### config.mk
export PLATFORM = sky130hd
export DESIGN_NAME = banded_current_pwm_regulator_core
export DESIGN_NICKNAME = d
export VERILOG_FILES = /design/src/hw/rtl/bcpr_pkg.sv /design/src/hw/rtl/banded_current_pwm_regulator_core.sv
export SDC_FILE = /design/constraint.sdc
export NUM_CORES = 1
export LEC_CHECK = 0
export BUFFER_PORTS_ARGS = -buffer_cell sky130_fd_sc_hd__buf_2
export CORE_MARGIN = 3
export CORE_UTILIZATION = 57
export DETAILED_ROUTE_END_ITERATION = 8
export PLACE_DENSITY = 0.77
export SLEW_MARGIN = 10
export SYNTH_ARGS = -nofsm -noshare
export SYNTH_HDL_FRONTEND = slang
export SYNTH_SLANG_ARGS = --single-unit
export TNS_END_PERCENT = 10
### constraint.sdc
create_clock -name clk_i -period 13.8 [get_ports clk_i]
set_clock_uncertainty 0.15 [all_clocks]
set_input_delay 1.38 -clock clk_i [delete_from_list [all_inputs] [get_ports clk_i]]
set_output_delay 1.38 -clock clk_i [all_outputs]
set_load 0.02 [all_outputs]
### src/hw/rtl/bcpr_pkg.sv
package bcpr_pkg;

  // Default widths of the feedback samples and of the duty value.
  localparam int SAMPLE_BITS_DEF = 12;
  localparam int DUTY_BITS_DEF   = 16;

  // Fixed field widths on the ports.
  localparam int SAMPLE_W   = 12;
  localparam int DUTY_W     = 16;
  localparam int PERIOD_W   = 8;
  localparam int CMP_W      = 16;
  localparam int CFG_IDX_W  = 3;
  localparam int CFG_DATA_W = 16;

  // Stream payload widths, padded to whole bytes.
  localparam int IN_TDATA_W  = 32;
  localparam int OUT_TDATA_W = 24;

  // Result beat layout, lowest bit first.
  localparam int OUT_STEP_BIT  = 0;
  localparam int OUT_ON_BIT    = 1;
  localparam int OUT_PWM_BIT   = 2;
  localparam int OUT_DUTY_LSB  = 3;
  localparam int OUT_TRIP_BIT  = OUT_DUTY_LSB + DUTY_W;

  // Configuration register indexes.
  typedef enum logic [CFG_IDX_W-1:0] {
    CFG_CONTROL_PERIOD    = 3'd0,
    CFG_DUTY_MAX          = 3'd1,
    CFG_DUTY_INITIAL      = 3'd2,
    CFG_OVERCURRENT_LIMIT = 3'd3,
    CFG_BAND_LOW_VOLTAGE  = 3'd4,
    CFG_BAND_HIGH_VOLTAGE = 3'd5
  } cfg_reg_e;

  // Register reset values.
  localparam logic [PERIOD_W-1:0] RST_CONTROL_PERIOD    = 8'd10;
  localparam logic [DUTY_W-1:0]   RST_DUTY_MAX          = 16'd255;
  localparam logic [DUTY_W-1:0]   RST_DUTY_INITIAL      = 16'd0;
  localparam logic [SAMPLE_W-1:0] RST_OVERCURRENT_LIMIT = 12'd600;
  localparam logic [SAMPLE_W-1:0] RST_BAND_LOW_VOLTAGE  = 12'd150;
  localparam logic [SAMPLE_W-1:0] RST_BAND_HIGH_VOLTAGE = 12'd250;

  // Input item command codes.
  typedef enum logic {
    CMD_TICK       = 1'b0,
    CMD_SET_ENABLE = 1'b1
  } cmd_e;

  // Voltage bands.
  typedef enum logic [1:0] {
    BAND_LOW  = 2'd0,
    BAND_MID  = 2'd1,
    BAND_HIGH = 2'd2
  } band_e;

  // One accepted input beat.
  typedef struct packed {
    cmd_e                command;
    logic                enable_value;
    logic [SAMPLE_W-1:0] voltage_sample;
    logic [SAMPLE_W-1:0] current_sample;
  } in_item_t;

  // Lower edge of the current window for each band.
  function automatic logic [SAMPLE_W-1:0] win_lo(input band_e band);
    logic [SAMPLE_W-1:0] v;
    unique case (band)
      BAND_LOW:  v = 12'd210;
      BAND_MID:  v = 12'd300;
      BAND_HIGH: v = 12'd340;
      default:   v = 12'd340;
    endcase
    return v;
  endfunction

  // Upper edge of the current window for each band.
  function automatic logic [SAMPLE_W-1:0] win_hi(input band_e band);
    logic [SAMPLE_W-1:0] v;
    unique case (band)
      BAND_LOW:  v = 12'd230;
      BAND_MID:  v = 12'd320;
      BAND_HIGH: v = 12'd360;
      default:   v = 12'd360;
    endcase
    return v;
  endfunction

endpackage

### src/hw/rtl/banded_current_pwm_regulator_core.sv
// Banded current PWM regulator.
//
// Input stream (s_axis_*): one beat per item. tuser selects the item kind:
// a millisecond tick carrying voltage and current samples, or a set-enable
// command. Every tick advances a counter; when it reaches control_period a
// control step runs, nudging the duty one count toward the current window of
// the band picked by the voltage sample (if disabled: drive off, initial duty).
// Output stream (m_axis_*): exactly one result beat per input beat, in order,
// reporting the drive, PWM and duty state after that item.
// Configuration: cfg_we_i writes register cfg_idx_i at the clock edge; write
// only while no beat is in flight.
// A beat passes an input register, then the control logic into the result
// register. Throughput is one beat per cycle while the receiver takes
// results; the whole control step is a single compare-and-adjust pass.
// Reset clears the pipeline, the tick counter, enable, drive and PWM state and
// loads the register defaults. When the receiver stalls, the result holds and
// one more input beat is taken into the input register; then s_axis_tready
// drops until the result is taken.
module banded_current_pwm_regulator_core #(
  parameter int SAMPLE_BITS = bcpr_pkg::SAMPLE_BITS_DEF,
  parameter int DUTY_BITS   = bcpr_pkg::DUTY_BITS_DEF
) (
  input  logic                                 clk_i,
  input  logic                                 rst_ni,
  // Configuration write port.
  input  logic                                 cfg_we_i,
  input  logic [bcpr_pkg::CFG_IDX_W-1:0]       cfg_idx_i,
  input  logic [bcpr_pkg::CFG_DATA_W-1:0]      cfg_data_i,
  // Input stream.
  input  logic                                 s_axis_tvalid,
  output logic                                 s_axis_tready,
  // tdata: enable_value[0], voltage_sample[12:1], current_sample[24:13], zeros.
  input  logic [bcpr_pkg::IN_TDATA_W-1:0]      s_axis_tdata,
  // tuser: command[0].
  input  logic                                 s_axis_tuser,
  // Output stream.
  output logic                                 m_axis_tvalid,
  input  logic                                 m_axis_tready,
  // tdata: step_done[0], output_on[1], pwm_running[2], duty[18:3],
  // overcurrent_trip[19], zeros.
  output logic [bcpr_pkg::OUT_TDATA_W-1:0]     m_axis_tdata
);

  localparam int SampleW = bcpr_pkg::SAMPLE_W;
  localparam int DutyW   = bcpr_pkg::DUTY_W;
  localparam int PeriodW = bcpr_pkg::PERIOD_W;
  localparam int CmpW    = bcpr_pkg::CMP_W;
  localparam int PadW    = bcpr_pkg::OUT_TDATA_W - bcpr_pkg::OUT_TRIP_BIT - 1;

  // Configuration registers.
  logic [PeriodW-1:0]   period_q;
  logic [DUTY_BITS-1:0] duty_max_q;
  logic [DUTY_BITS-1:0] duty_init_q;
  logic [SampleW-1:0]   oc_limit_q;
  logic [SampleW-1:0]   band_lo_q;
  logic [SampleW-1:0]   band_hi_q;

  // Regulator state.
  logic [PeriodW-1:0]   tick_q, tick_d;
  logic                 enable_q, enable_d;
  logic [DUTY_BITS-1:0] duty_q, duty_d;
  logic                 drive_q, drive_d;
  logic                 pwm_q, pwm_d;

  // Pipeline registers.
  logic                 in_valid_q;
  bcpr_pkg::in_item_t   in_q;
  logic                 out_valid_q;
  logic [bcpr_pkg::OUT_TDATA_W-1:0] out_q, out_d;

  logic                 advance;
  logic                 fire;
  logic                 step_done;
  logic                 trip;
  logic [PeriodW-1:0]   tick_inc;
  logic [CmpW-1:0]      volts;
  logic [CmpW-1:0]      amps;
  bcpr_pkg::band_e      band;
  logic [DUTY_BITS-1:0] duty_raised;

  // Register writes from the configuration port.
  always_ff @(posedge clk_i or negedge rst_ni) begin
    if (!rst_ni) begin
      period_q    <= bcpr_pkg::RST_CONTROL_PERIOD;
      duty_max_q  <= DUTY_BITS'(bcpr_pkg::RST_DUTY_MAX);
      duty_init_q <= DUTY_BITS'(bcpr_pkg::RST_DUTY_INITIAL);
      oc_limit_q  <= bcpr_pkg::RST_OVERCURRENT_LIMIT;
      band_lo_q   <= bcpr_pkg::RST_BAND_LOW_VOLTAGE;
      band_hi_q   <= bcpr_pkg::RST_BAND_HIGH_VOLTAGE;
    end else if (cfg_we_i) begin
      unique case (cfg_idx_i)
        bcpr_pkg::CFG_CONTROL_PERIOD:    period_q    <= cfg_data_i[PeriodW-1:0];
        bcpr_pkg::CFG_DUTY_MAX:          duty_max_q  <= DUTY_BITS'(cfg_data_i);
        bcpr_pkg::CFG_DUTY_INITIAL:      duty_init_q <= DUTY_BITS'(cfg_data_i);
        bcpr_pkg::CFG_OVERCURRENT_LIMIT: oc_limit_q  <= cfg_data_i[SampleW-1:0];
        bcpr_pkg::CFG_BAND_LOW_VOLTAGE:  band_lo_q   <= cfg_data_i[SampleW-1:0];
        bcpr_pkg::CFG_BAND_HIGH_VOLTAGE: band_hi_q   <= cfg_data_i[SampleW-1:0];
        default: ;
      endcase
    end
  end

  // Handshake: the result register frees up when empty or taken.
  assign advance       = !out_valid_q || m_axis_tready;
  assign fire          = in_valid_q && advance;
  assign s_axis_tready = !in_valid_q || advance;
  assign m_axis_tvalid = out_valid_q;
  assign m_axis_tdata  = out_q;

  // Input register.
  always_ff @(posedge clk_i or negedge rst_ni) begin
    if (!rst_ni) begin
      in_valid_q <= 1'b0;
    end else if (s_axis_tready) begin
      in_valid_q <= s_axis_tvalid;
    end
  end

  always_ff @(posedge clk_i) begin
    if (s_axis_tready && s_axis_tvalid) begin
      in_q.command        <= bcpr_pkg::cmd_e'(s_axis_tuser);
      in_q.enable_value   <= s_axis_tdata[0];
      in_q.voltage_sample <= s_axis_tdata[SampleW:1];
      in_q.current_sample <= s_axis_tdata[2*SampleW:SampleW+1];
    end
  end

  // Samples trimmed to the configured sample width, widened for compares.
  assign volts = CmpW'(SAMPLE_BITS'(in_q.voltage_sample));
  assign amps  = CmpW'(SAMPLE_BITS'(in_q.current_sample));

  // Band selection; the low-band test wins when thresholds are crossed.
  always_comb begin
    if (volts < CmpW'(band_lo_q)) begin
      band = bcpr_pkg::BAND_LOW;
    end else if (volts < CmpW'(band_hi_q)) begin
      band = bcpr_pkg::BAND_MID;
    end else begin
      band = bcpr_pkg::BAND_HIGH;
    end
  end

  assign tick_inc = (tick_q < period_q) ? tick_q + 1'b1 : tick_q;

  // Control step: one pass over the item held in the input register.
  always_comb begin
    tick_d      = tick_q;
    enable_d    = enable_q;
    duty_d      = duty_q;
    drive_d     = drive_q;
    pwm_d       = pwm_q;
    step_done   = 1'b0;
    trip        = 1'b0;
    duty_raised = duty_q;
    unique case (in_q.command)
      bcpr_pkg::CMD_SET_ENABLE: begin
        enable_d = in_q.enable_value;
      end
      bcpr_pkg::CMD_TICK: begin
        tick_d = tick_inc;
        if (tick_inc >= period_q) begin
          tick_d    = '0;
          step_done = 1'b1;
          if (!enable_q) begin
            drive_d = 1'b0;
            pwm_d   = 1'b0;
            duty_d  = duty_init_q;
          end else begin
            drive_d = 1'b1;
            pwm_d   = 1'b1;
            // Raise below the window, then lower above it.
            if (amps < CmpW'(bcpr_pkg::win_lo(band)) && duty_q < duty_max_q) begin
              duty_raised = duty_q + 1'b1;
            end
            duty_d = duty_raised;
            if (amps > CmpW'(bcpr_pkg::win_hi(band)) && duty_raised != '0) begin
              duty_d = duty_raised - 1'b1;
            end
            // Zero duty with excess current cuts the drive.
            if (duty_d == '0 && amps > CmpW'(oc_limit_q)) begin
              drive_d = 1'b0;
              trip    = 1'b1;
            end
          end
        end
      end
      default: ;
    endcase
  end

  // Pack the result beat.
  always_comb begin
    out_d = {{PadW{1'b0}}, trip, DutyW'(duty_d), pwm_d, drive_d, step_done};
  end

  // State and result register update once per processed beat.
  always_ff @(posedge clk_i or negedge rst_ni) begin
    if (!rst_ni) begin
      tick_q      <= '0;
      enable_q    <= 1'b0;
      duty_q      <= DUTY_BITS'(bcpr_pkg::RST_DUTY_INITIAL);
      drive_q     <= 1'b0;
      pwm_q       <= 1'b0;
      out_valid_q <= 1'b0;
    end else begin
      if (fire) begin
        tick_q   <= tick_d;
        enable_q <= enable_d;
        duty_q   <= duty_d;
        drive_q  <= drive_d;
        pwm_q    <= pwm_d;
      end
      if (advance) begin
        out_valid_q <= in_valid_q;
      end
    end
  end

  always_ff @(posedge clk_i) begin
    if (fire) begin
      out_q <= out_d;
    end
  end

endmodule

# == Word level (Yosys, flattened, before mapping) ==
# Cells that the tools add are included.
# op_classes
add_sub_neg,3
n_lt_le_gt_ge,8
eq_ne,6
n_mux,32
n_bitwise,3
reduce_logical,22
# ops
cell,count
$mux W16,11
$mux W12,6
$lt A12 B12 Y1,3
$pmux W9 S2,2
$gt A12 B12 Y1,2
$add A16 B1 Y16 const B,1
$logic_not A16 Y1,1
$lt A16 B16 Y1,1
$mux W8,2
$reduce_and A2 Y1,8
$reduce_bool A16 Y1,1
$sub A16 B1 Y16 const B,1
$mux W1,9
$add A8 B1 Y8 const B,1
$ge A8 B8 Y1,1
$lt A8 B8 Y1,1
$eq A3 B2 Y1 const B,2
$eq A3 B3 Y1 const B,2
$logic_and A1 B1 Y1,5
$mux W2,2
$eq A3 B1 Y1 const B,1
$logic_not A3 Y1,1
$not A1 Y1,3
$reduce_or A3 Y1,1
other kinds (4),6
# totals
ff_bits,151
inputBits,57
output_inout_bits,26
elab_cells,94

# == Logic depth before layout (Yosys ltp) ==
# Gate-level depths: netlist (run 1).
# depth
ltp_word,26
ltp_mapped,30
ltp_nobuf,28

# == Worst setup path before layout (run 1) ==
# OpenSTA, ideal clock, no wires.
# synth_timing
path_type,flip-flop to flip-flop
start,reg band_lo_q[2]
end,"reg out_q, in the netlist m_axis_tdata[1], data pin"
setup_time_ns,0.256
arrival_ns,5.669
required_ns,13.394
setup_slack_ns,7.725
stages_incl_launch_ff,29
n_path_buf,2
period_less_slack_ns,6.075
cell_sequence,dfstp_2 inv_1 ha_1 o21a_1 nor2_1 or4_1 and2_1 buf_6 nor2_1 inv_1 ha_1 a21o_1 o22ai_1 nor2_1 o21ai_0 o21ai_1 a311oi_4 and2_4 clkbuf_1 mux2i_1 ha_1 inv_1 xnor2_1 nor3_1 a31oi_1 or3b_2 a21oi_1 o2111ai_2 a22o_1
# synth_via
elab_chain_len,25
word_cells_on_any_way,32
cone_classes,add/sub: 1; order compare: 3; eq/ne: 1; mux: 21; reduce/logical: 6
# synth_rtl
item,line,text
from (decl),banded_current_pwm_regulator_core.sv:55,logic [SampleW-1:0] band_lo_q;
from (signal assigned),banded_current_pwm_regulator_core.sv:88,band_lo_q <= bcpr_pkg::RST_BAND_LOW_VOLTAGE;
from (signal assigned),banded_current_pwm_regulator_core.sv:96,bcpr_pkg::CFG_BAND_LOW_VOLTAGE: band_lo_q <= cfg_data_i[SampleW-1:0];
$lt A12 B12 Y1 (*),banded_current_pwm_regulator_core.sv:134,if (volts < CmpW'(band_lo_q)) begin
$mux W2 (*),banded_current_pwm_regulator_core.sv:134,
branches (longest 13 deep; another with $sub A16 B1 Y16),n/a,
$mux W16 (*),banded_current_pwm_regulator_core.sv:176,if (amps > CmpW'(bcpr_pkg::win_hi(band)) && duty_raised != '0) begin
$mux W16 (*),banded_current_pwm_regulator_core.sv:164,if (!enable_q) begin
$mux W16 (*),banded_current_pwm_regulator_core.sv:161,if (tick_inc >= period_q) begin
$mux W16 (*),banded_current_pwm_regulator_core.sv:155,unique case (in_q.command)
$logic_not A16 Y1 (*),banded_current_pwm_regulator_core.sv:180,if (duty_d == '0 && amps > CmpW'(oc_limit_q)) begin
$logic_and A1 B1 Y1 (*),banded_current_pwm_regulator_core.sv:180,
$mux W1 (*),banded_current_pwm_regulator_core.sv:180,
$mux W1 (*),banded_current_pwm_regulator_core.sv:164,
$mux W1 (*),banded_current_pwm_regulator_core.sv:161,
$mux W1 (*),banded_current_pwm_regulator_core.sv:155,
named net drive_d,banded_current_pwm_regulator_core.sv:62,"logic drive_q, drive_d;"
to (signal assigned),banded_current_pwm_regulator_core.sv:221,out_q <= out_d;
to (decl),banded_current_pwm_regulator_core.sv:69,"logic [bcpr_pkg::OUT_TDATA_W-1:0] out_q, out_d;"
# Mark *: on every way through the listed nets, which the timed path passes. The select of a mux whose other input is x is not followed.
# A chain may end at the register's enable or synchronous reset.

# == Worst setup path in the final report (run 1) ==
# Ends and elaborated chain as after synthesis.

==> reports/qor.yml, run 1 <==
status: "finished, final reports clean"
start_util_pct: 58.6
grt_util_all_layers_pct: 24.2
hold_viol_final: 0
layout_common_cells: "nand2_1 (102), dfrtp_1 (81), ha_1 (75)"
place_ws_ns: 6.84
setup_viol: 0
clk_pin_slew_ns: 0.07
min_period_ns: 7.11
io_pins: 83
die-width_um: 134
gp_congestion: 0.933
drtIter0Drc: 455
final.setup.worst_slack_ns: 6.69
cts_tree: "yes"
cts_resized: 0
synthFlopType: "dfrtp_1"
tns_ns: 0
cts.htree.levels: 4
cts_root_buf: "clkbuf_16"
cts_setup_buffers: 0
ant_nets: 0
grt_pass1_vias: 6863
post-dp-hpwl_um: 15200
diodes: 0
place_area_um2: 9920
rows: 46
grt_overflow: 0
seq_area_um2: 4040
synth_warnings: 0
multiInputGateArea_um2: 4930
synthToLayoutAreaGrowth_pct: 12.2
io_buffers: 71
crit_type: "reg -> reg"
core-area_um2: 16000
maxCapViolCount: 0
min_period_over_period_pct: 51.5
crit_fanout: 15
wl_um: 20800
syn_area_per_cell_um2: 10.2
irDropWorstVdd_mv: 0.111
final_common_cell: "nand2_1"
grt_antenna_before_repair: 0
holdBufCountCts: 0
hold_path.class: "reg -> reg"
grt_use_met3_pct: 4.58
fin_nets: 1114
grt_use_met2_pct: 39.6
grt_busiest_layer: "met2"
fmax_ghz: 0.141
clk_latency_ns: 0.44
firstDrtPassIters: 5
design_area_um2: 10500
cts_sinks: 151
worstPathRequired_ns: 13.84
numCtsBuffers: 17
die-area_um2: 18000
use_met1_pct: 32.5
ys_seq_elements: 151
grt_max_degree: 68
synth-edff-count: 46
drcViolationCount: 0
grt_pass1_wl_um: 34700
drive_above_1_share_pct: 22.5
die_h_um: 134
clockBufferDepth: 2
worst_pin_slew_ns: 1.14
powerDensity_nw_per_um2: 186
crit_arrival_ns: 7.15
critPathCaptureType: "flip-flop"
worst_setup_path_start_kind: "flip-flop"
num_vias: 7003
wl_per_cell_um: 17.2
relSlewSlack_pct: 23.6
avgViaCountPerCell: 5.78
yosysSeqAreaShare_pct: 43.1
netlist_instances: 923
drv_slew: 0
synth_area_um2: 9380
leakage_nw: 4.59
fill_cells: 1278
rsz0062_at_grt: "no"
synthArstFlopShare_pct: 69.5
synth_cell_type_count: 84
==> area by class of cell <==
cell class                 instances  share of cell area (%)
tap                              216                    2.57
multi-input combinational        665                    46.9
clock inverter                    14                    1.55
timing repair buffer              80                    4.04
clock buffer                      18                    4.18
sequential                       151                    38.4
inverter                          67                    2.39
==> registers in the layout (all words and copies together), names as in the netlist <==
name / flops
tick_q: 8
duty_init_q: 16
duty_max_q: 16
m_axis_tvalid: 1
band_lo_q: 12
drive_q: 1
period_q: 8
pwm_q: 1
amps: 12
enable_q: 1
m_axis_tdata: 20
in_valid_q: 1
band_hi_q: 12
oc_limit_q: 12
in_q: 14
duty_q: 16
==> metal layers <==
metal | share of wire (%) | vias to the layer above
li1 | - | 3406
met5 | 0 | -
met3 | 5.2 | 37
met4 | 2.2 | 0
met1 | 44 | 3372
met2 | 49 | 188
==> worst max-delay path: stages, from the launching register on <==
cell and delay (ns):
dfstp_2 0.52, inv_1 0.04, ha_1 0.27, o21a_1 0.10, nor2_1 0.04, or4_1 0.58, and2_1 0.27, nor2_1 0.17
inv_1 0.10, ha_1 0.34, a21o_1 0.20, o22ai_1 0.22, nor2_1 0.07, o21ai_0 0.13, o21ai_1 0.17, a311oi_4 0.80
and2_4 0.41, mux2i_1 0.33, ha_1 0.35, and3_1 0.20, a32oi_1 0.12, a21oi_1 0.34, a31oi_1 0.13, a21oi_1 0.19
nor3b_2 0.21, o2111ai_2 0.17, a22o_1 0.23
==> worst paths after layout <==
| kind | startpoint | to | slack [ns] | cells after the start |
|---|---|---|---|---|
| max in group asynchronous | rst_ni | band_hi_q[0]$_DFFE_PN0P_ | 11.50 | 2 |
| worst min register to register | in_q[24]$_DFFE_PP_ | enable_q$_DFFE_PN0P_ | 0.34 | 1 |
| worst max register to register | band_lo_q[2]$_DFFE_PN1P_ | m_axis_tdata[1]$_DFFE_PP_ | 6.69 | 26 |
| worst max-delay path | band_lo_q[2]$_DFFE_PN1P_ | m_axis_tdata[1]$_DFFE_PP_ | 6.69 | 26 |
| worst min-delay path | in_q[24]$_DFFE_PP_ | enable_q$_DFFE_PN0P_ | 0.34 | 1 |
| min in group asynchronous | rst_ni | duty_max_q[14]$_DFFE_PN0P_ | 0.78 | 1 |
==> kinds of logic (layout without fill, tap and decap cells) <==
family / count (synthesis) / after routing / synth area share (%)
simple gates: 282 / 282 / 15.8
buf+inv: 110 / 179 / 4.92
xor+xnor: 45 / 45 / 4.44
other cells: 1 / 4 / 0.0400
flops: 151 / 151 / 43.1
fa+ha+maj: 75 / 75 / 10.0
mux: 70 / 70 / 8.21
compound gates: 189 / 189 / 13.5
==> synthesized netlist by cell type, drive strengths merged, types with 18 or more instances <==
| master | number | area share [%] |
|---|---|---|
| nand2 | 103 | 4.2 |
| o21ai | 82 | 4.4 |
| dfrtp | 81 | 22 |
| ha | 75 | 10 |
| inv | 67 | 2.7 |
| mux2 | 52 | 6.2 |
| edfxtp | 46 | 15 |
| a21oi | 40 | 2.3 |
| nor2 | 37 | 1.5 |
| xnor2 | 32 | 3.1 |
| clkbuf | 28 | 1.1 |
| dfstp | 24 | 6.7 |
| nand3 | 22 | 1.2 |
| nand2b | 20 | 1.3 |
| mux2i | 18 | 2.0 |
| nand4 | 18 | 1.5 |
==> through the flow <==
stage          hold slack, ns  instances  power (mW)  util, %
6_report                0.338       1211        1.95     65.7
3_5_place_dp            0.329       1179        1.47     62.0
4_1_cts                 0.345       1211        1.95     65.7
5_1_grt                 0.366       1211        2.09     65.7
3_3_place_gp            0.309       1179        1.44     62.0
2_1_floorplan           0.305        926        1.29        -
==> report_power, final <==
part	internal, mW	leakage [nW]	switching (mW)
clock	0.276	0.289	0.199
combinational	0.354	2.58	0.459
sequential	0.570	1.71	0.0946
total	1.20	4.59	0.753
(Power assumes the default switching activity.)
==> inputs of run 2 (changes only) <==
--- a/config.mk
+++ b/config.mk
@@ -5,6 +5,7 @@
 export SDC_FILE = /design/constraint.sdc
 export NUM_CORES = 1
 export LEC_CHECK = 0
+export ABC_AREA = 1
 export BUFFER_PORTS_ARGS = -buffer_cell sky130_fd_sc_hd__buf_2
 export CORE_MARGIN = 3
 export CORE_UTILIZATION = 57
==> constraint.sdc (replaced) <==
create_clock -name clk_i -period 7.1 [get_ports clk_i]
set_clock_uncertainty 0.15 [all_clocks]
set_input_delay 0.71 -clock clk_i [delete_from_list [all_inputs] [get_ports clk_i]]
set_output_delay 0.71 -clock clk_i [all_outputs]
set_load 0.02 [all_outputs]
==> run 2 against run 1 <==
  * Synthesized area fell by 1.9%
  * First-iteration DRC count rose by 37%
  * Final cell count rose by 15%
  * Sequential power rose by 97%
  * Register-to-register slack got worse by 5.0 ns
  * Clock power rose by 88%
  * Combinational power rose by 130%
  * Non-clock buffer count fell by 7
  * Hold slack got worse by 0.29 ns
  * Largest power group unchanged
==> reports/qor.yml, run 2 <==
multiInputGateArea_um2: 4390  # was 4930 um^2
synth_cell_type_count: 43  # was 84
synth_common_cells: "nand2_1 (283), inv_1 (160), o21ai_0 (117), dfrtp_1 (81), ha_1 (75)"  # was nand2_1 (102), dfrtp_1 (81), ha_1 (75), inv_1 (66), o21ai_0 (65)
cts_resized: 0  # unchanged
netlist_instances: 1109  # was 923
clockBufferDepth: 2  # unchanged
worst_pin_slew_ns: 1.03  # was 1.14 ns
synth_top_area_share_pct: 22.0  # was 21.6%
tns_ns: 0  # unchanged
cts.htree.levels: 4  # unchanged
start_util_pct: 59.4  # was 58.6%
rsz0062_at_grt: "no"  # unchanged
min_period_ns: 5.40  # was 7.11 ns
path_buf_inv: 3  # was 2
rrSetupSlack_ns: 1.70  # was 6.69 ns
rr_startpoint: "band_hi_q[7]$_DFFE_PN1P_"  # was band_lo_q[2]$_DFFE_PN1P_
cts_sinks: 151  # unchanged
r2r_cells: 32  # was 26
clk_pin_slew_ns: 0.06  # was 0.07 ns
design_area_um2: 10300  # was 10500 um^2
finalPower_mw: 4.11  # was 1.95 mW
status: "finished, final reports clean"  # unchanged
hold_viol_final: 0  # unchanged
final.setup.worst_slack_ns: 1.70  # was 6.69 ns
drtIter0Drc: 622  # was 455
critPathCaptureType: "flip-flop"  # unchanged
cts_setup_buffers: 0  # unchanged
synth.area.top_cells: "dfrtp_1 (22%), edfxtp_1 (15%), nand2_1 (12%), ha_1 (10%), dfstp_2 (6.9%)"  # was dfrtp_1 (22%), edfxtp_1 (15%), ha_1 (10%), dfstp_2 (6.7%), mux2_2 (6.1%)
leakage_nw: 5.05  # was 4.59 nW
largest_reg_flops: 20  # unchanged
yosysMostFrequentCell: "nand2_1"  # unchanged
cpMostUsedCell: "nand2_1"
numCtsBuffers: 17  # unchanged
relSlewSlack_pct: 31.3  # was 23.6%
synth-edff-count: 46  # unchanged
hold_path.class: "in -> async"  # was reg -> reg
wl_per_cell_um: 14.7  # was 17.2 um
powerDensity_nw_per_um2: 401  # was 186 nW/um^2
min_period_over_period_pct: 76.1  # was 51.5%
gp_congestion: 0.916  # was 0.933
firstDrtPassIters: 7  # was 5
num_vias: 7429  # was 7003
drive_above_1_share_pct: 16.5  # was 22.5%
diodes: 0  # unchanged
synth_area_um2: 9200  # was 9380 um^2
synthSimpleGateAreaFrac_pct: 23.7  # was 15.8%
startpoint: "band_hi_q[7]$_DFFE_PN1P_"  # was band_lo_q[2]$_DFFE_PN1P_
seq_area_um2: 4040  # unchanged
core-area_um2: 15500  # was 16000 um^2
synthArstFlopShare_pct: 69.5  # unchanged
die_h_um: 133  # was 134 um
synth_compound_area_share_pct: 11.3  # was 13.5%
io_buffers: 71  # unchanged
worst_setup_path_start_kind: "flip-flop"  # unchanged
layout_common_cells: "nand2_1 (283), inv_1 (160), o21ai_0 (117)"  # was nand2_1 (102), dfrtp_1 (81), ha_1 (75)
synth_xor_area_share_pct: 2.38  # was 4.44%
maxCapViolCount: 0  # unchanged
rows: 45  # was 46
io_pins: 83  # unchanged
fmax_ghz: 0.185  # was 0.141 GHz
worst_r2r_endpoint: "m_axis_tdata[1]$_DFFE_PP_"  # unchanged
crit_slowest_cell: "dfstp_2"  # was a311oi_4
crit_fanout: 17  # was 15
fin_nets: 1305  # was 1114
worstPathRequired_ns: 7.13  # was 13.84 ns
cpPeakStageDelay_ns: 0.53  # was 0.80 ns
die-width_um: 133  # was 134 um
synthFlopType: "dfrtp_1"  # unchanged
place_ws_ns: 1.80  # was 6.84 ns
grt_pass1_vias: 6892  # was 6863
holdBufCountCts: 0  # unchanged
drcViolationCount: 0  # unchanged
drv_slew: 0  # unchanged
critPathTopFamily: "simple AND/OR/NAND/NOR gates"  # was compound AO/OA/AOI/OAI gates
wl_um: 20600  # was 20800 um
crit_type: "reg -> reg"  # unchanged
grt_util_all_layers_pct: 23.8  # was 24.2%
ys_seq_elements: 151  # unchanged
clk_latency_ns: 0.43  # was 0.44 ns
synth_warnings: 0  # unchanged
irDropWorstVdd_mv: 0.226  # was 0.111 mV
synth_top_family_by_area: "simple AND/OR/NAND/NOR gates"  # unchanged
fill_cells: 1283  # was 1278
grt_max_degree: 77  # was 68
crit_arrival_ns: 5.44  # was 7.15 ns
ant_nets: 0  # unchanged
synthToLayoutAreaGrowth_pct: 11.6  # was 12.2%
yosys.area.top_type: "dfrtp_1"  # unchanged
cts_tree: "yes"  # unchanged
worstSetupEndpoint: "m_axis_tdata[1]$_DFFE_PP_"  # unchanged
avgViaCountPerCell: 5.32  # was 5.78
grt_overflow: 0  # unchanged
place_area_um2: 9680  # was 9920 um^2
syn_area_per_cell_um2: 8.29  # was 10.2 um^2
cts_root_buf: "clkbuf_16"  # unchanged
die-area_um2: 17700  # was 18000 um^2
grt_pass1_wl_um: 33600  # was 34700 um
cp.depth: 32  # was 26
muxShareOfSynthArea_pct: 0  # was 8.21%
setup_viol: 0  # unchanged
final_common_cell: "nand2_1"  # unchanged
yosysSeqAreaShare_pct: 43.9  # was 43.1%
grt_antenna_before_repair: 0  # unchanged
synthAdderAreaFrac_pct: 10.2  # was 10.0%
post-dp-hpwl_um: 15300  # was 15200 um
-- run 2: final cells by class --
| class | instances | area share [%] |
|---|---|---|
| clock buffer | 23 | 4.85 |
| multi-input combinational | 766 | 42.8 |
| sequential | 151 | 39.3 |
| tap | 211 | 2.57 |
| clock inverter | 9 | 0.829 |
| inverter | 164 | 6.02 |
| timing repair buffer | 73 | 3.63 |
-- run 2: power breakdown --
group	internal, mW	switching [mW]	total (mW)
Clock	0.531	0.363	0.894
Sequential	1.15	0.161	1.31
Combinational	0.662	1.25	1.91
Total	2.34	1.77	4.11
-- run 2: per-stage QoR --
| stage | util [%] | cells | hold slack, ns |
|---|---|---|---|
| floorplan | - | 1112 | 0.264 |
| global placement | 62.5 | 1365 | 0.311 |
| detailed placement | 62.5 | 1365 | 0.319 |
| CTS | 66.3 | 1397 | 0.0598 |
| global route | 66.3 | 1397 | 0.0625 |
| finish | 66.3 | 1397 | 0.0487 |
-- run 2: cell families (layout without fill, tap and decap cells) --
logic type,after synthesis,after routing
flip-flops,151,151
AO/OA/AOI/OAI,189,189
adder cells (fa/ha/maj),75,75
other,1,4
buffers and inverters,195,269
AND/OR/NAND/NOR,473,473
XOR/XNOR,25,25
-- run 2: worst min path at each step --
stage          cells after the start  slack (ns)                       start                         end
2_1_floorplan                      0        0.26                      rst_ni    band_hi_q[0]$_DFFE_PN0P_
3_3_place_gp                       2        0.31  duty_init_q[6]$_DFFE_PN0P_  duty_init_q[6]$_DFFE_PN0P_
3_5_place_dp                       2        0.32  duty_init_q[5]$_DFFE_PN0P_  duty_init_q[5]$_DFFE_PN0P_
4_1_cts                            1        0.06                      rst_ni    band_lo_q[5]$_DFFE_PN0P_
5_1_grt                            1        0.06                      rst_ni  oc_limit_q[11]$_DFFE_PN0P_
6_report                           1        0.05                      rst_ni  oc_limit_q[11]$_DFFE_PN0P_
-- run 2: per-layer routing --
metal | vias up | global-route usage, % | share of wire, %
met5 | - | 0 | 0
met1 | 3463 | 31.9 | 45
li1 | 3729 | - | -
met2 | 207 | 39.4 | 48
met3 | 30 | 5.51 | 5.5
met4 | 0 | 5.43 | 1.5
